==> src/design/sssc_pkg.sv <==
// shared types, codes and glyph tables for the seven-segment scan controller
// no dependencies
`default_nettype none

package sssc_pkg;

    // operation codes carried on s_tuser
    typedef enum logic [2:0] {
        FUNC_TICK   = 3'd0,
        FUNC_TEXT   = 3'd1,
        FUNC_RAW    = 3'd2,
        FUNC_NUMBER = 3'd3,
        FUNC_CLEAR  = 3'd4
    } func_t;

    // register indexes on the apb port (paddr[2])
    localparam logic REG_BRIGHTNESS = 1'b0;
    localparam logic REG_ANODE_MODE = 1'b1;

    localparam int          DUTY_W      = 4;
    localparam logic [4:0]  DUTY_STEPS  = 5'd10;
    localparam logic [3:0]  BRIGHT_MAX  = 4'd10;
    localparam logic [3:0]  BRIGHT_RST  = 4'd10;

    localparam logic [7:0]  GLYPH_BLANK = 8'h00;
    localparam logic [7:0]  GLYPH_MINUS = 8'h40;
    localparam logic [7:0]  POINT_BIT   = 8'h80;

    localparam logic signed [15:0] NUM_MIN = -16'sd999;
    localparam logic signed [15:0] NUM_MAX = 16'sd9999;

    localparam logic [13:0] UNIT_1000 = 14'd1000;
    localparam logic [13:0] UNIT_100  = 14'd100;
    localparam logic [13:0] UNIT_10   = 14'd10;

    typedef logic [7:0] glyph_t;

    localparam glyph_t HEX_GLYPHS [16] = '{
        8'h3F, 8'h06, 8'h5B, 8'h4F, 8'h66, 8'h6D, 8'h7D, 8'h07,
        8'h7F, 8'h6F, 8'h77, 8'h7C, 8'h39, 8'h5E, 8'h79, 8'h71
    };

    typedef struct packed {
        logic [3:0]  digit;
        logic [13:0] rest;
    } split_t;

    // leading decimal digit by parallel compares against multiples of unit
    function automatic split_t digit_split(input logic [13:0] value,
                                           input logic [13:0] unit);
        split_t     res;
        logic [17:0] step;
        res.digit = 4'd0;
        res.rest  = value;
        for (int k = 1; k < 10; k++) begin
            step = 18'(k) * {4'b0000, unit};
            if ({4'b0000, value} >= step) begin
                res.digit = 4'(k);
                res.rest  = value - step[13:0];
            end
        end
        return res;
    endfunction

    // ascii to segment pattern, unsupported characters are blank
    function automatic glyph_t char_glyph(input logic [7:0] c);
        glyph_t g;
        g = GLYPH_BLANK;
        if (c >= 8'h30 && c <= 8'h39) begin
            g = HEX_GLYPHS[4'(c - 8'h30)];
        end else if (c >= 8'h41 && c <= 8'h46) begin
            g = HEX_GLYPHS[4'(c - 8'h41 + 8'd10)];
        end else if (c >= 8'h61 && c <= 8'h66) begin
            g = HEX_GLYPHS[4'(c - 8'h61 + 8'd10)];
        end else begin
            case (c)
                8'h2D:   g = GLYPH_MINUS; // '-'
                8'h5F:   g = 8'h08;       // '_'
                8'h48:   g = 8'h76;       // 'H'
                8'h68:   g = 8'h74;       // 'h'
                8'h4C:   g = 8'h38;       // 'L'
                8'h6E:   g = 8'h54;       // 'n'
                8'h6F:   g = 8'h5C;       // 'o'
                8'h50:   g = 8'h73;       // 'P'
                8'h72:   g = 8'h50;       // 'r'
                8'h75:   g = 8'h1C;       // 'u'
                default: g = GLYPH_BLANK;
            endcase
        end
        return g;
    endfunction

endpackage

`default_nettype wire

==> src/design/seven_segment_scan_controller_core.sv <==
// seven-segment scan controller top level: input stage, display state, result stage
// depends on sssc_pkg
`default_nettype none

// channel   | dir | handshake            | payload
// ----------+-----+----------------------+------------------------------------------
// s_        | in  | s_tvalid / s_tready  | s_tuser func, s_tdata bytes/point/number/pad
// m_        | out | m_tvalid / m_tready  | m_tdata segment_pins, digit_pins
// apb       | in  | psel/penable/pready  | brightness @0x0, anode_mode @0x4
//
// one transfer in, one transfer out per item; an item can enter every cycle while the result side is not stalled
// an item passes the input register, then the state update into the result register
// the number split is done in three compare levels, thousands before the input
// register and hundreds then tens after it
// aresetn is synchronous and active low; the block takes items right after reset
// a stalled result holds while the input register still takes one more item

module seven_segment_scan_controller_core
    import sssc_pkg::*;
(
    input  wire logic        aclk,
    input  wire logic        aresetn,

    input  wire logic        s_tvalid,
    output      logic        s_tready,
    // [7:0] byte_0, [15:8] byte_1, [23:16] byte_2, [31:24] byte_3,
    // [35:32] point_bits, [51:36] number, [54:52] pad_digits, [55] zero
    input  wire logic [55:0] s_tdata,
    // [2:0] func
    input  wire logic [2:0]  s_tuser,

    output      logic        m_tvalid,
    input  wire logic        m_tready,
    // [7:0] segment_pins, [11:8] digit_pins, [15:12] zero
    output      logic [15:0] m_tdata,

    input  wire logic        psel,
    input  wire logic        penable,
    input  wire logic        pwrite,
    input  wire logic [2:0]  paddr,
    input  wire logic [31:0] pwdata,
    output      logic [31:0] prdata,
    output      logic        pready
);

    // ------------------------------------------------------------------
    // configuration registers
    // ------------------------------------------------------------------
    logic [3:0] brightness_reg;
    logic       anode_mode_reg;
    logic       cfg_write;

    assign pready    = 1'b1;
    assign cfg_write = psel && penable && pwrite && pready;

    always_ff @(posedge aclk) begin
        if (!aresetn) begin
            brightness_reg <= BRIGHT_RST;
            anode_mode_reg <= 1'b0;
        end else if (cfg_write) begin
            case (paddr[2])
                REG_BRIGHTNESS: begin
                    // values above ten saturate
                    brightness_reg <= (pwdata[3:0] > BRIGHT_MAX) ? BRIGHT_MAX : pwdata[3:0];
                end
                REG_ANODE_MODE: begin
                    anode_mode_reg <= pwdata[0];
                end
                default: begin
                end
            endcase
        end
    end

    always_comb begin
        case (paddr[2])
            REG_BRIGHTNESS: prdata = {28'd0, brightness_reg};
            REG_ANODE_MODE: prdata = {31'd0, anode_mode_reg};
            default:        prdata = 32'd0;
        endcase
    end

    // ------------------------------------------------------------------
    // input stage: unpack fields, magnitude, range check, thousands digit
    // ------------------------------------------------------------------
    logic               in_valid_reg;
    logic [2:0]         in_func_reg;
    logic [7:0]         in_byte_reg [4];
    logic [3:0]         in_point_reg;
    logic [2:0]         in_pad_reg;
    logic               in_neg_reg;
    logic               in_oor_reg;
    logic [3:0]         in_thou_reg;
    logic [9:0]         in_rem_reg;

    logic               out_valid_reg;
    logic [7:0]         out_seg_reg;
    logic [3:0]         out_dig_reg;

    logic               s_xfer;
    logic               advance;
    logic               proc;

    logic signed [15:0] s_number;
    logic [15:0]        s_mag;
    split_t             s_thou;

    assign advance  = !out_valid_reg || m_tready;
    assign proc     = in_valid_reg && advance;
    assign s_tready = !in_valid_reg || advance;
    assign s_xfer   = s_tvalid && s_tready;

    assign s_number = $signed(s_tdata[51:36]);
    assign s_mag    = s_number[15] ? 16'(-s_number) : s_number;
    assign s_thou   = digit_split(s_mag[13:0], UNIT_1000);

    always_ff @(posedge aclk) begin
        if (!aresetn) begin
            in_valid_reg <= 1'b0;
        end else if (s_tready) begin
            in_valid_reg <= s_tvalid;
        end
    end

    always_ff @(posedge aclk) begin
        if (s_xfer) begin
            in_func_reg    <= s_tuser;
            in_byte_reg[0] <= s_tdata[7:0];
            in_byte_reg[1] <= s_tdata[15:8];
            in_byte_reg[2] <= s_tdata[23:16];
            in_byte_reg[3] <= s_tdata[31:24];
            in_point_reg   <= s_tdata[35:32];
            in_pad_reg     <= s_tdata[54:52];
            in_neg_reg     <= s_number[15];
            in_oor_reg     <= (s_number < NUM_MIN) || (s_number > NUM_MAX);
            in_thou_reg    <= s_thou.digit;
            in_rem_reg     <= s_thou.rest[9:0];
        end
    end

    // ------------------------------------------------------------------
    // display state and result stage
    // ------------------------------------------------------------------
    glyph_t             glyph_reg [4];
    glyph_t             glyph_next [4];
    logic [3:0]         point_mask_reg, point_mask_next;
    logic [1:0]         scan_reg, scan_next;
    logic [DUTY_W-1:0]  duty_reg, duty_next;
    logic [7:0]         seg_drive_reg, seg_drive_next;
    logic [3:0]         dig_drive_reg, dig_drive_next;

    logic [4:0]         duty_sum;
    logic               lit;
    split_t             hund_split;
    split_t             tens_split;
    logic               ge10, ge100, ge1000;
    glyph_t             num_glyph [4];

    // number text: hundreds and tens from the remainder below one thousand
    always_comb begin
        hund_split = digit_split({4'd0, in_rem_reg}, UNIT_100);
        tens_split = digit_split(hund_split.rest, UNIT_10);
        ge1000     = (in_thou_reg != 4'd0);
        ge100      = ge1000 || (hund_split.digit != 4'd0);
        ge10       = ge100 || (tens_split.digit != 4'd0);

        num_glyph[3] = HEX_GLYPHS[tens_split.rest[3:0]];
        num_glyph[2] = ge10 ? HEX_GLYPHS[tens_split.digit]
                            : ((in_pad_reg >= 3'd2) ? HEX_GLYPHS[0] : GLYPH_BLANK);
        num_glyph[1] = ge100 ? HEX_GLYPHS[hund_split.digit]
                             : ((in_pad_reg >= 3'd3) ? HEX_GLYPHS[0] : GLYPH_BLANK);
        if (in_neg_reg) begin
            num_glyph[0] = GLYPH_MINUS;
        end else begin
            num_glyph[0] = ge1000 ? HEX_GLYPHS[in_thou_reg]
                                  : ((in_pad_reg >= 3'd4) ? HEX_GLYPHS[0] : GLYPH_BLANK);
        end
        if (in_oor_reg) begin
            for (int i = 0; i < 4; i++) begin
                num_glyph[i] = GLYPH_MINUS;
            end
        end
    end

    always_comb begin
        glyph_next      = glyph_reg;
        point_mask_next = point_mask_reg;
        scan_next       = scan_reg;
        duty_next       = duty_reg;
        seg_drive_next  = seg_drive_reg;
        dig_drive_next  = dig_drive_reg;

        duty_sum = {1'b0, duty_reg} + 5'd1;
        lit      = 1'b0;

        case (in_func_reg)
            FUNC_TICK: begin
                duty_next      = (duty_sum >= DUTY_STEPS) ? '0 : duty_sum[DUTY_W-1:0];
                scan_next      = scan_reg + 2'd1;
                lit            = brightness_reg > duty_next;
                dig_drive_next = 4'd0;
                // dark tick keeps the last segment levels
                if (lit) begin
                    seg_drive_next = glyph_reg[scan_next]
                                   | (point_mask_reg[scan_next] ? POINT_BIT : 8'h00);
                    dig_drive_next = 4'b0001 << scan_next;
                end
            end
            FUNC_TEXT: begin
                for (int i = 0; i < 4; i++) begin
                    glyph_next[i] = char_glyph(in_byte_reg[i]);
                end
                point_mask_next = in_point_reg;
            end
            FUNC_RAW: begin
                // point mask is kept on a raw load
                for (int i = 0; i < 4; i++) begin
                    glyph_next[i] = in_byte_reg[i];
                end
            end
            FUNC_NUMBER: begin
                glyph_next      = num_glyph;
                point_mask_next = in_oor_reg ? 4'd0 : in_point_reg;
            end
            FUNC_CLEAR: begin
                for (int i = 0; i < 4; i++) begin
                    glyph_next[i] = GLYPH_BLANK;
                end
                point_mask_next = 4'd0;
                seg_drive_next  = 8'd0;
                dig_drive_next  = 4'd0;
            end
            default: begin
                // unused codes leave the state alone and report the pins
            end
        endcase
    end

    always_ff @(posedge aclk) begin
        if (!aresetn) begin
            for (int i = 0; i < 4; i++) begin
                glyph_reg[i] <= GLYPH_BLANK;
            end
            point_mask_reg <= 4'd0;
            scan_reg       <= 2'd0;
            duty_reg       <= '0;
            seg_drive_reg  <= 8'd0;
            dig_drive_reg  <= 4'd0;
        end else if (proc) begin
            glyph_reg      <= glyph_next;
            point_mask_reg <= point_mask_next;
            scan_reg       <= scan_next;
            duty_reg       <= duty_next;
            seg_drive_reg  <= seg_drive_next;
            dig_drive_reg  <= dig_drive_next;
        end
    end

    // result register: physical pin levels after polarity
    always_ff @(posedge aclk) begin
        if (!aresetn) begin
            out_valid_reg <= 1'b0;
        end else if (advance) begin
            out_valid_reg <= in_valid_reg;
        end
    end

    always_ff @(posedge aclk) begin
        if (proc) begin
            out_seg_reg <= anode_mode_reg ? ~seg_drive_next : seg_drive_next;
            out_dig_reg <= anode_mode_reg ? dig_drive_next : ~dig_drive_next;
        end
    end

    assign m_tvalid = out_valid_reg;
    assign m_tdata  = {4'd0, out_dig_reg, out_seg_reg};

`ifndef SYNTHESIS
    // at most one digit is ever enabled
    assert property (@(posedge aclk) disable iff (!aresetn)
        $onehot0(dig_drive_reg))
        else $error("more than one digit enabled");

    // duty counter stays inside its cycle
    assert property (@(posedge aclk) disable iff (!aresetn)
        {1'b0, duty_reg} < DUTY_STEPS)
        else $error("duty counter out of range");

    // zero brightness keeps every digit dark after a tick
    assert property (@(posedge aclk) disable iff (!aresetn)
        (proc && in_func_reg == FUNC_TICK && brightness_reg == 4'd0)
        |=> (dig_drive_reg == 4'd0))
        else $error("digit lit at zero brightness");

    // input side only stalls when both stages hold an item
    assert property (@(posedge aclk) disable iff (!aresetn)
        !s_tready |-> (in_valid_reg && out_valid_reg && !m_tready))
        else $error("input stalled with room in the pipeline");
`endif

endmodule

`default_nettype wire

==> config.mk <==
export PLATFORM = sky130hd
export DESIGN_NAME = seven_segment_scan_controller_core
export DESIGN_NICKNAME = d
export VERILOG_FILES = /design/src/design/sssc_pkg.sv /design/src/design/seven_segment_scan_controller_core.sv
export SDC_FILE = /design/constraint.sdc
export NUM_CORES = 1
export LEC_CHECK = 0
export ABC_AREA = 1
export BUFFER_PORTS_ARGS = -buffer_cell sky130_fd_sc_hd__buf_2
export CAP_MARGIN = 20
export CORE_MARGIN = 2
export CORE_UTILIZATION = 66
export CTS_CLUSTER_SIZE = 14
export DETAILED_ROUTE_END_ITERATION = 16
export PLACE_DENSITY = 0.89
export SKIP_CTS_REPAIR_TIMING = 1
export SYNTH_ARGS = -nofsm -noshare
export SYNTH_HDL_FRONTEND = slang
export SYNTH_SLANG_ARGS = --single-unit
==> constraint.sdc <==
create_clock -name aclk -period 12.95 [get_ports aclk]
set_input_delay 1.295 -clock aclk [delete_from_list [all_inputs] [get_ports aclk]]
set_output_delay 1.295 -clock aclk [all_outputs]
set_load 0.005 [all_outputs]
; ---- Yosys cells after proc, flatten, opt, wreduce, memory -nomap -nowiden
; Memories as Yosys holds them, arrays and structs flattened.
; Index checks and enable logic that the tools add are counted.
[word_totals]
reg_bits = 99
ramBits = 32
rom_bits = 2048
in_bits = 101
output_inout_bits = 51
word_cells = 372
mem_count = 17
[classes]
add_sub_neg = 50
order_cmp = 77
eq_ne = 44
shifts = 1
mux = 104
bitwise = 21
reduce_logical = 35
[memory_table]
columns = memory, words, word_bits, read_ports, rd_ports_with_merged_regs, wr, line
row1 = (no name shown), 16, 8, 1, 0, 0, sssc_pkg.sv:74  ; g = HEX_GLYPHS[4'(c - 8'h61 + 8'd10)];
row2 = (no name shown), 16, 8, 1, 0, 0, sssc_pkg.sv:72  ; g = HEX_GLYPHS[4'(c - 8'h41 + 8'd10)];
row3 = (no name shown), 16, 8, 1, 0, 0, sssc_pkg.sv:70  ; g = HEX_GLYPHS[4'(c - 8'h30)];
row4 = (no name shown), 16, 8, 1, 0, 0, sssc_pkg.sv:74
row5 = (no name shown), 16, 8, 1, 0, 0, sssc_pkg.sv:72
row6 = (no name shown), 16, 8, 1, 0, 0, sssc_pkg.sv:70
row7 = +11 memories, n/a, n/a, n/a, n/a, n/a, n/a
[op_table]
columns = operator, n
row1 = $mux W8, 53
row2 = $mux W18, 22
row3 = $eq A8 B7 Y1 const B, 36
row4 = $pmux W7 S10, 4
row5 = $pmux W32 S4, 1
row6 = $ge A5 B5 Y1 const B, 16
row7 = $not A4 Y5, 16
row8 = $ge A8 B7 Y1 const B, 8
row9 = $le A8 B7 Y1 const B, 8
row10 = $pmux W32 S2, 1
row11 = $mux W15, 4
row12 = $ge A14 B13 Y1 const B, 4
row13 = $sub A14 B13 Y14 const B, 4
row14 = $sub A4 B1 Y4 const B, 12
row15 = $sub A10 B10 Y11 const B, 4
row16 = $ge A14 B6 Y1 const B, 3
row17 = $ge A14 B7 Y1 const B, 3
row18 = $sub A14 B6 Y14 const B, 3
row19 = $sub A14 B7 Y14 const B, 3
row20 = $ge A10 B10 Y1 const B, 4
row21 = $sub A10 B9 Y11 const B, 3
row22 = $add A4 B4 Y4 const B, 8
row23 = $eq A8 B6 Y1 const B, 4
row24 = $ge A8 B6 Y1 const B, 4
row25 = 57 further kinds, 104

; ---- Depth between registers and ports, before layout
; Gate-level depths: netlist (run 1).
[depth]
ltp_word = 27
mapped_depth = 43
depth_no_buf = 43

; ---- Worst setup path after synthesis (run 1)
; No wires, ideal clock.
[synth_timing]
kind = input port to flip-flop
from = input s_tdata[36]
to = register in_rem_reg[8], data pin
setup_ns = 0.254
arrival_time_ns = 4.545
path_slack_ns = 8.151
path_stages = 23
n_path_buf = 0
path_cell_list = inv_1 > ha_1 > nand2_1 > o21ai_0 > xor2_1 > inv_1 > ha_1 > a21oi_1 > nor2_1 > nand2_1 > nand4_1 > a31oi_1 > inv_1 > nand3_1 > nand3_1 > o211ai_1 > a221oi_1 > o221ai_1 > o21ai_0 > nand2_1 > o21ai_0 > xor2_1 > inv_1
[synth_lines]
columns = element, line
row1 = start: declaration, seven_segment_scan_controller_core.sv:28  ; input wire logic [55:0] s_tdata,
row2 = end signal: assignment, seven_segment_scan_controller_core.sv:137  ; in_rem_reg <= s_thou.rest[9:0];
row3 = end: declaration, seven_segment_scan_controller_core.sv:94  ; logic [9:0] in_rem_reg;

; ---- Worst setup path after layout (run 1)
[layout_timing]
from = register in_rem_reg[5]
to = register glyph_reg[8] in the netlist's numbering
[layout_via]
elab_chain_cells = 27
elab_cells_between_ends = 56
cone_classes = add/sub: 9 / order compare: 18 / mux: 23 / bitwise: 1 / reduce/logical: 4 / memory: 1
[layout_lines]
columns = element, line
row1 = $sub A10 B7 Y11 / $ge A10 B7 Y1 (equally long branches), "sssc_pkg.sv:59, sssc_pkg.sv:57"
row2 = $mux W15, sssc_pkg.sv:57  ; if ({4'b0000, value} >= step) begin
row3 = $mux W18 (7 in series), sssc_pkg.sv:57
row4 = $mux W18 (*), sssc_pkg.sv:57
row5 = $ge A14 B4 Y1, sssc_pkg.sv:57
row6 = $mux W15, sssc_pkg.sv:57
row7 = $mux W18 (8 in series), sssc_pkg.sv:57
row8 = $not A4 Y5 (implied by the code), seven_segment_scan_controller_core.sv:168  ; num_glyph[2] = ge10 ? HEX_GLYPHS[tens_split.digit]
row9 = $mem_v2 Z16 W8, n/a
row10 = $mux W8 (implied by the code) (2 in series), seven_segment_scan_controller_core.sv:168
row11 = $mux W8 (*), seven_segment_scan_controller_core.sv:168
row12 = $mux W32 (*), seven_segment_scan_controller_core.sv:178  ; if (in_oor_reg) begin
row13 = $pmux W32 S4 (*), seven_segment_scan_controller_core.sv:196  ; case (in_func_reg)
row14 = end signal: assignment, seven_segment_scan_controller_core.sv:250  ; glyph_reg <= glyph_next;
row15 = end: declaration, seven_segment_scan_controller_core.sv:144  ; glyph_t glyph_reg [4];
; Every way passes the cells marked *; elsewhere a longest branch is shown, timed or not. The select of a mux whose other input is x is not followed.
; A chain may end at the register's enable or synchronous reset.

==> results of run 1 <==
==> worst reg2reg max path, delay by kind of cell (launching register included) <==
family / cells / cell delay, ns
AOI/OAI and AO/OA: 7 / 1.03
xor gates and xnor gates: 1 / 0.41
adders and majority gates: 3 / 0.78
buffers and inverters: 4 / 0.91
DFF: 1 / 0.69
and+or+nand+nor: 17 / 2.14
==> Yosys cell counts (8+ instances only) <==
library cell and count:
nand2_1 411, inv_1 271, o21ai_0 184, nor2_1 183, a21oi_1 180, nand3_1 121, ha_1 109, edfxtp_1 70
dfxtp_1 61, clkbuf_1 43, xor2_1 40, nor3_1 37, buf_4 34, o211ai_1 33, a31oi_1 28, inv_2 23
nand4_1 19, nand2_2 18, o22ai_1 16, o31ai_1 11, o221ai_1 9, nor2_2 8
==> metrics by stage <==
stage / power (mW) / std cells
2_1_floorplan: 1.04 / 2055
3_3_place_gp: 1.18 / 2332
3_5_place_dp: 1.19 / 2332
4_1_cts: 1.67 / 2364
5_1_grt: 1.79 / 2364
6_report: 1.69 / 2364
==> cell families (layout without fill, tap and decap cells) <==
kind of cell,Yosys count,count (layout),synth area share
buffers and inverters,387,426,0.121
DFF,131,131,0.249
xor gates and xnor gates,47,47,0.0308
AOI/OAI and AO/OA,517,517,0.226
adders and majority gates,109,109,0.102
other,2,33,0.000563
and+or+nand+nor,831,831,0.270
==> power groups by stage <==
stage	clock, mW	sequential (mW)	combinational [mW]
floorplan	0	0.490	0.550
global placement	0	0.512	0.664
detailed placement	0	0.513	0.680
CTS	0.474	0.504	0.687
global route	0.489	0.509	0.789
finish	0.473	0.506	0.707
==> path summary, 6_finish.rpt <==
check | from | to | slack, ns | cells past startpoint
max | in_rem_reg[5] | glyph_reg[8] | 6.87 | 32
min | glyph_reg[0] | glyph_reg[0] | 0.46 | 2
max reg2reg | in_rem_reg[5] | glyph_reg[8] | 6.87 | 32
min reg2reg | glyph_reg[0] | glyph_reg[0] | 0.46 | 2
==> cell type report <==
class | instances | area [um2]
repair buffers | 95 | 495
flip-flops and latches | 131 | 3320
clock buffers | 19 | 454
clock inverters | 13 | 121
fillers | 1715 | 5660
multi-input cells | 1537 | 8530
inverters | 299 | 1120
well taps | 270 | 338
==> routing by layer <==
layer,vias to the layer above,track usage
met5,-,0
met3,98,0.0606
met4,0,0.121
met2,880,0.567
li1,6870,-
met1,6420,0.482
==> impl_metrics.env, run 1 <==
export IMPL_drtIter0Drc=1647
export IMPL_power_leakage_nw=6.64
export IMPL_wl_met2_mm=17.8
export IMPL_rows=52
export IMPL_wirelength_met1_mm=16.2
export IMPL_antenna_found_initial=0
export IMPL_syn_to_final_growth_pct=7.75
export IMPL_nets=2291
export IMPL_drive_gt1_frac=0.0998
export IMPL_min_path_type="flop to flop"
export IMPL_dp_hpwl_mm=29.2
export IMPL_p_sw_frac=0.429
export IMPL_vias_per_cell=6.04
export IMPL_yosys_cell_types_count=66
export IMPL_max_cap_violations=0
export IMPL_cts_buffers=17
export IMPL_p_per_area_mw_per_mm2=117
export IMPL_post_place_ws_ns=7.06
export IMPL_power_frac_seq=0.300
export IMPL_gp_routability_congestion=0.970
export IMPL_final_common_cell="nand2_1"
export IMPL_grt_pass1_wl_mm=62.4
export IMPL_setup_worst_path_class="flop to flop"
export IMPL_die_x_um=146
export IMPL_slowest_stage="edfxtp_1"
export IMPL_dr_pass1_iters=6
export IMPL_p_int_uw=962
export IMPL_cts_tree="done"
export IMPL_vias=14300
export IMPL_ys_ff_latch=131
export IMPL_post_route_period_util=0.470
export IMPL_io_pins=152
export IMPL_peakVddDrop_mv=0.0959
export IMPL_totalNegativeSetupSlack_ns=0
export IMPL_place_area_mm2=0.0138
export IMPL_avgSynthCellArea_um2=6.59
export IMPL_crit_arrival_ns=6.37
export IMPL_dieArea_mm2=0.0214
export IMPL_grt_pass1_vias=12900
export IMPL_timing_fmax_mhz=164
export IMPL_relSlewSlack=0.372
export IMPL_layout_cells_most_common_list="411 x nand2_1, 270 x inv_1, 184 x o21ai_0, 183 x nor2_1, 180 x a21oi_1"
export IMPL_num_antenna_cells=0
export IMPL_cts_sinks=131
export IMPL_status="finished, final reports clean"
export IMPL_power_switching_uw=724
export IMPL_synth_top_area_frac=0.157
export IMPL_dieHeight_um=146
export IMPL_netlist_instances=2024
export IMPL_setup_ws_ns=6.87
export IMPL_cts_max_path_buffers=2
export IMPL_dr_wl_met3_mm=3.95
export IMPL_period_needed_ns=6.08
export IMPL_tightest_slew_ns=0.941
export IMPL_port_buffers=87
export IMPL_cp_start_kind="flop"
export IMPL_clk_pin_slew_worst_paths_ns=0.06
export IMPL_rsz0062_at_grt="no"
export IMPL_drtAntennaViolNets=0
export IMPL_yosys_most_used_dff="edfxtp_1"
export IMPL_route_detailed_drc=0
export IMPL_clock_latency_ns=0.42
export IMPL_drt_wl_total_mm=38.9
export IMPL_wl_per_cell_um=16.5
export IMPL_critPathMaxFanout=13
export IMPL_coreArea_mm2=0.0200
export IMPL_finish_utilization=0.718
export IMPL_max_stage_delay_ns=0.69
export IMPL_syn_area_mm2=0.0133
export IMPL_top_layer="met4"
export IMPL_synth_async_sr_flop_share=0
export IMPL_start_util=0.666
export IMPL_hold_viol=0
export IMPL_cp_num_buf_inv=4
export IMPL_cp_end_kind="flop"
export IMPL_grt_util_all_layers=0.353
export IMPL_synth_area_leaders="edfxtp_1 16%, nand2_1 12%, ha_1 10%, dfxtp_1 9.1%, inv_1 7.6%"
export IMPL_cts_root_buf="clkbuf_16"
export IMPL_synth_top_area_cell="edfxtp_1"
export IMPL_hold_ws_ns=0.464
export IMPL_ys_seq_area_frac=0.249
export IMPL_worstPathRequired_ns=13.23
export IMPL_setup_viol=0
export IMPL_path_delay_family="simple AND/OR/NAND/NOR gates"
export IMPL_yosysWarnings=0
export IMPL_maxSlewViolCount=0
export IMPL_gr_total_overflow=0
export IMPL_grt_max_degree=50
export IMPL_skew_ns=0.0141
export IMPL_ctsHtreeMaxLevel=4
export IMPL_cpMostUsedCell="nand2_1"
export IMPL_synth_edff_count=70
export IMPL_p_comb_frac=0.420
export IMPL_clkPwrFrac=0.280
export IMPL_stdcell_area_mm2=0.0144
Note: power is estimated with default switching activity, not from simulation.
==> run 2: changes to the inputs <==
--- a/config.mk
+++ b/config.mk
@@ -9,10 +9,10 @@
 export BUFFER_PORTS_ARGS = -buffer_cell sky130_fd_sc_hd__buf_2
 export CAP_MARGIN = 20
 export CORE_MARGIN = 2
-export CORE_UTILIZATION = 66
+export CORE_UTILIZATION = 55
 export CTS_CLUSTER_SIZE = 14
 export DETAILED_ROUTE_END_ITERATION = 16
-export PLACE_DENSITY = 0.89
+export PLACE_DENSITY = 0.79
 export SKIP_CTS_REPAIR_TIMING = 1
 export SYNTH_ARGS = -nofsm -noshare
 export SYNTH_HDL_FRONTEND = slang
==> constraint.sdc (replaced) <==
create_clock -name aclk -period 5.4 [get_ports aclk]
set_input_delay 0.54 -clock aclk [delete_from_list [all_inputs] [get_ports aclk]]
set_output_delay 0.54 -clock aclk [all_outputs]
set_load 0.005 [all_outputs]
==> run 2 against run 1 <==
Compared with the run above:
- cell area increased by 2.5%
- global-route usage shrank 5.7 points
- fmax is 24% higher
- sequential cell count unchanged
- sequential power increased by 140%
- wire length down 0.61%
- critical path depth increased by 2
- largest cell class unchanged
- sequential share of layout area is 0.57 points lower
- largest power group unchanged
- highest routed layer unchanged
- die area grew 19%
==> impl_metrics.env, run 2 (synthesis results as in run 1) <==
export IMPL_rr_worst_depth=34
export IMPL_period_needed_ns=4.90
export IMPL_power_switching_mw=1.75
export IMPL_clock_latency_ns=0.43
export IMPL_clk_pin_slew_worst_paths_ns=0.07
export IMPL_vias=14000
export IMPL_final_common_cell="nand2_1"
export IMPL_relSlewSlack=0.438
export IMPL_grt_pass1_vias=12800
export IMPL_drive_gt1_frac=0.116
export IMPL_post_place_ws_ns=0.509
export IMPL_dp_hpwl_mm=29.5
export IMPL_stdcell_area_mm2=0.0147
export IMPL_drtAntennaViolNets=0
export IMPL_setup_viol=0
export IMPL_dieArea_mm2=0.0255
export IMPL_p_per_area_mw_per_mm2=280
export IMPL_p_int_mw=2.38
export IMPL_slowest_stage="edfxtp_1"
export IMPL_drtIter0Drc=1375
export IMPL_cts_root_buf="clkbuf_16"
export IMPL_status="finished, final reports clean"
export IMPL_min_path_type="primary input to flop"
export IMPL_wl_per_cell_um=15.8
export IMPL_gp_routability_congestion=1.00
export IMPL_totalNegativeSetupSlack_ns=0
export IMPL_setup_ws_ns=0.497
export IMPL_nets=2327
export IMPL_post_route_period_util=0.908
export IMPL_gr_total_overflow=0
export IMPL_grt_pass1_wl_mm=62.3
export IMPL_num_antenna_cells=0
export IMPL_setup_worst_path_class="flop to flop"
export IMPL_grt_max_degree=59
export IMPL_place_area_mm2=0.0141
export IMPL_start_util=0.555
export IMPL_cp_start_kind="flop"
export IMPL_clkPwrFrac=0.284
export IMPL_maxSlewViolCount=0
export IMPL_cpMostUsedCell="nand2_1"
export IMPL_vias_per_cell=5.71
export IMPL_nFillCells=2321
export IMPL_io_pins=152
export IMPL_rows=57
export IMPL_timing_rr_end="glyph_reg[8]"
export IMPL_hold_ws_ns=0.277
export IMPL_critPathMaxFanout=10
export IMPL_hold_viol=0
export IMPL_syn_to_final_growth_pct=10.5
export IMPL_max_stage_delay_ns=0.54
export IMPL_cp_end_kind="flop"
export IMPL_drt_wl_total_mm=38.7
export IMPL_layout_cells_most_common_list="411 x nand2_1, 269 x inv_1, 184 x o21ai_0, 183 x nor2_1, 179 x a21oi_1"
export IMPL_peakVddDrop_mv=0.241
export IMPL_cts_sinks=131
export IMPL_crit_arrival_ns=5.20
export IMPL_regToRegSetupSlack_ns=0.50
export IMPL_worstSetupEndpoint="glyph_reg[8]"
export IMPL_finish_utilization=0.614
export IMPL_route_detailed_drc=0
export IMPL_skew_ns=0.0159
export IMPL_die_x_um=160
export IMPL_grt_util_all_layers=0.296
export IMPL_dieHeight_um=160
export IMPL_p_sw_frac=0.424
export IMPL_port_buffers=87
export IMPL_timing_fmax_mhz=204
export IMPL_max_cap_violations=0
export IMPL_cts_max_path_buffers=2
export IMPL_power_frac_seq=0.288
export IMPL_coreArea_mm2=0.0240
export IMPL_p_comb_frac=0.428
export IMPL_ctsHtreeMaxLevel=4
export IMPL_worstPathRequired_ns=5.69
export IMPL_cts_buffers=17
export IMPL_power_leakage_nw=6.80
export IMPL_critPathLaunch="in_rem_reg[6]"
export IMPL_dr_pass1_iters=5
export IMPL_r2r_start="in_rem_reg[6]"
export IMPL_antenna_found_initial=0
export IMPL_cts_tree="done"
export IMPL_tightest_slew_ns=0.841
[run 2: cell count changes in the layout (fill, tap and decap cells not counted), sizes merged]
cell and delta:
clkinv -7, clkinvlp +4, buf +36, inv +3
[run 2: area by class of cell]
| class | instances | area (um2) | share of cell area |
|---|---|---|---|
| clock buffers | 19 | 454 | 0.0308 |
| multi-input cells | 1537 | 8540 | 0.579 |
| flip-flops and latches | 131 | 3320 | 0.225 |
| well taps | 324 | 405 | 0.0275 |
| repair buffers | 131 | 766 | 0.0519 |
| clock inverters | 13 | 138 | 0.00933 |
| inverters | 299 | 1120 | 0.0763 |
[run 2: power groups by stage]
stage / registers [mW] / logic (mW) / clock network, mW
after global routing: 1.20 / 1.98 / 1.22
final: 1.19 / 1.77 / 1.18
after global placement: 1.21 / 1.70 / 0
after detailed placement: 1.21 / 1.72 / 0
after CTS: 1.19 / 1.73 / 1.18
after floorplan: 1.18 / 1.32 / 0
[run 2: how the worst min path moves through the flow]
stage | cells after the start | start | slack (ns) | endpoint
floorplan | 2 | glyph_reg[0] | 0.44 | glyph_reg[0]
global placement | 2 | glyph_reg[2] | 0.45 | glyph_reg[2]
detailed placement | 2 | glyph_reg[25] | 0.46 | glyph_reg[25]
CTS | 1 | s_tdata[26] | 0.27 | in_byte_reg[3][2]
global route | 1 | s_tdata[26] | 0.26 | in_byte_reg[3][2]
finish | 1 | s_tdata[26] | 0.28 | in_byte_reg[3][2]
[run 2: critical path: cells and delay by family, from the launching register on]
family,cells,cell delay (ns)
DFF,1,0.54
and+or+nand+nor,19,1.78
xor gates and xnor gates,1,0.28
adders and majority gates,3,0.66
AOI/OAI and AO/OA,8,1.04
buffers and inverters,3,0.46
[run 2: metal layers]
metal  wire length (um)  GRT usage
met3               2990     0.0387
met5                  0          0
met1              17100      0.407
met4                915     0.0921
met2              17700      0.484
[run 2: per-stage QoR]
| step | power, mW | std cells |
|---|---|---|
| floorplan | 2.49 | 2055 |
| global placement | 2.91 | 2421 |
| detailed placement | 2.93 | 2421 |
| CTS | 4.10 | 2453 |
| global route | 4.40 | 2454 |
| finish | 4.14 | 2454 |
==> run 3: changes to the inputs <==
--- a/config.mk
+++ b/config.mk
@@ -9,10 +9,11 @@
 export BUFFER_PORTS_ARGS = -buffer_cell sky130_fd_sc_hd__buf_2
 export CAP_MARGIN = 20
 export CORE_MARGIN = 2
-export CORE_UTILIZATION = 55
+export CORE_UTILIZATION = 56
+export CTS_BUF_LIST = sky130_fd_sc_hd__clkbuf_8
 export CTS_CLUSTER_SIZE = 14
 export DETAILED_ROUTE_END_ITERATION = 16
-export PLACE_DENSITY = 0.79
+export PLACE_DENSITY = 0.8
 export SKIP_CTS_REPAIR_TIMING = 1
 export SYNTH_ARGS = -nofsm -noshare
 export SYNTH_HDL_FRONTEND = slang
==> constraint.sdc (replaced) <==
create_clock -name aclk -period 5.4 [get_ports aclk]
set_input_delay 0 -clock aclk [delete_from_list [all_inputs] [get_ports aclk]]
set_output_delay 0 -clock aclk [all_outputs]
set_load 0.005 [all_outputs]
==> run 3 against run 2 <==
Compared with the run above:
- the flow now finishes with violations (hold timing)
- hold slack worse by 0.30 ns
- clock-buffer cell count down 2
- setup slack worse by 0.12 ns
- total power down 7.4%
- clock skew up 0.0055 ns
- global-route usage down 0.13 points
- largest cell class unchanged
==> impl_metrics.env, run 3 (synthesis results as in run 1) <==
export IMPL_grt_util_all_layers=0.294
export IMPL_start_util=0.570
export IMPL_gr_total_overflow=0
export IMPL_num_antenna_cells=0
export IMPL_maxSlewViolCount=0
export IMPL_wl_per_cell_um=15.4
export IMPL_clk_pin_slew_worst_paths_ns=0.09
export IMPL_dieHeight_um=158
export IMPL_setup_worst_path_class="flop to flop"
export IMPL_period_needed_ns=5.02
export IMPL_cts_tree="done"
export IMPL_port_buffers=87
export IMPL_stdcell_area_mm2=0.0151
export IMPL_tightest_slew_ns=0.857
export IMPL_hold_viol=1
export IMPL_nets=2380
export IMPL_cpMostUsedCell="nand2_1"
export IMPL_grt_max_degree=59
export IMPL_dieArea_mm2=0.0251
export IMPL_dr_pass1_iters=7
export IMPL_holdCritStartpoint="penable"
export IMPL_rows=56
export IMPL_power_leakage_nw=6.95
export IMPL_cts_sinks=131
export IMPL_drtAntennaViolNets=0
export IMPL_cp_start_kind="flop"
export IMPL_dp_hpwl_mm=28.4
export IMPL_p_int_mw=2.11
export IMPL_regToRegSetupSlack_ns=0.38
export IMPL_crit_arrival_ns=5.41
export IMPL_min_path_type="primary input to flop"
export IMPL_vias=14300
export IMPL_cts_max_path_buffers=2
export IMPL_post_place_ws_ns=0.372
export IMPL_totalPowerFinal_mw=3.83
export IMPL_place_area_mm2=0.0140
export IMPL_clock_latency_ns=0.47
export IMPL_setup_viol=0
export IMPL_max_cap_violations=0
export IMPL_gp_routability_congestion=1.06
export IMPL_antenna_found_initial=0
export IMPL_drtIter0Drc=1585
export IMPL_p_comb_frac=0.467
export IMPL_p_per_area_mw_per_mm2=254
export IMPL_power_switching_mw=1.72
export IMPL_rr_worst_depth=35
export IMPL_io_pins=152
export IMPL_route_detailed_drc=0
export IMPL_ctsHtreeMaxLevel=4
export IMPL_finish_utilization=0.645
export IMPL_nFillCells=2069
export IMPL_die_x_um=158
export IMPL_timing_fmax_mhz=199
export IMPL_clkPwrFrac=0.221
export IMPL_hold_ws_ns=-0.0282
export IMPL_timing_rr_end="glyph_reg[14]"
export IMPL_setup_ws_ns=0.380
export IMPL_grt_pass1_vias=12600
export IMPL_max_stage_delay_ns=0.55
export IMPL_final_common_cell="nand2_1"
export IMPL_worstPathRequired_ns=5.79
export IMPL_cp_end_kind="flop"
export IMPL_grt_pass1_wl_mm=59.9
export IMPL_relSlewSlack=0.426
export IMPL_status="complete, but fails checks"
export IMPL_p_sw_frac=0.450
export IMPL_syn_to_final_growth_pct=13.1
export IMPL_vias_per_cell=5.70
export IMPL_failed_checks="hold timing"
export IMPL_totalNegativeSetupSlack_ns=0
export IMPL_skew_ns=0.0214
export IMPL_drive_gt1_frac=0.111
export IMPL_power_frac_seq=0.312
export IMPL_layout_cells_most_common_list="411 x nand2_1, 267 x inv_1, 183 x nor2_1, 182 x o21ai_0, 179 x a21oi_1"
export IMPL_coreArea_mm2=0.0234
export IMPL_drt_wl_total_mm=38.5
export IMPL_slowest_stage="edfxtp_1"
export IMPL_peakVddDrop_mv=0.156
export IMPL_cts_buffers=17
export IMPL_cts_root_buf="clkbuf_8"
export IMPL_hold_end="brightness_reg[3]"
export IMPL_stdcell_count=2502
export IMPL_hold_depth=4
export IMPL_critPathMaxFanout=7
export IMPL_post_route_period_util=0.930
export IMPL_r2r_start="in_rem_reg[6]"
export IMPL_dpl_cell_count=2399
export IMPL_rsz0062_at_grt="yes"
-- run 3: cell count changes in the layout (fill, tap and decap cells not counted), moves of 2 or more --
| cell | before | now |
|---|---|---|
| dlygate4sd3_1 | 0 | 60 |
| clkbuf_16 | 18 | 0 |
| clkbuf_8 | 0 | 17 |
| buf_4 | 44 | 37 |
| clkinvlp_4 | 4 | 2 |
| inv_1 | 269 | 267 |
| o21ai_0 | 184 | 182 |
| o21ai_1 | 3 | 5 |
-- run 3: metal layers --
layer | global-route usage | up-vias | wire length [um]
li1 | - | 7020 | -
met1 | 0.401 | 6465 | 16700
met2 | 0.484 | 703 | 17800
met3 | 0.0384 | 72 | 3240
met4 | 0.0931 | 0 | 747
met5 | 0 | - | 0
-- run 3: power by group through the flow --
| stage | Sequential (mW) | Clock, mW | Combinational, mW |
|---|---|---|---|
| 3_5_place_dp | 1.21 | 0 | 1.67 |
| 6_report | 1.19 | 0.848 | 1.79 |
| 2_1_floorplan | 1.18 | 0 | 1.32 |
| 5_1_grt | 1.20 | 0.895 | 1.99 |
| 3_3_place_gp | 1.21 | 0 | 1.64 |
| 4_1_cts | 1.19 | 0.856 | 1.68 |
-- run 3: how the worst max path moves through the flow --
stage / end / slack [ns] / from / cells after the start
global route: glyph_reg[8] / -0.05 / in_rem_reg[6] / 35
global placement: glyph_reg[8] / 0.50 / in_rem_reg[6] / 35
detailed placement: glyph_reg[8] / 0.37 / in_rem_reg[6] / 35
floorplan: glyph_reg[8] / 0.78 / in_rem_reg[5] / 36
finish: glyph_reg[14] / 0.38 / in_rem_reg[6] / 35
CTS: glyph_reg[8] / 0.34 / in_rem_reg[6] / 35
-- run 3: cell type report --
cell class | instances | area, um2 | area share
clock buffer | 17 | 234 | 0.0155
timing repair buffer | 184 | 1310 | 0.0870
sequential | 131 | 3320 | 0.220
multi-input combinational | 1537 | 8530 | 0.565
inverter | 299 | 1130 | 0.0749
tap | 319 | 399 | 0.0264
clock inverter | 15 | 165 | 0.0109
-- run 3: worst max-delay path, delay by kind of cell (launching register included) --
family	cells	cell delay (ns)
flip-flops	1	0.55
buffers and inverters	3	0.42
AND/OR/NAND/NOR	20	1.94
XOR/XNOR	1	0.28
adder cells (fa/ha/maj)	3	0.63
AO/OA/AOI/OAI	8	1.17
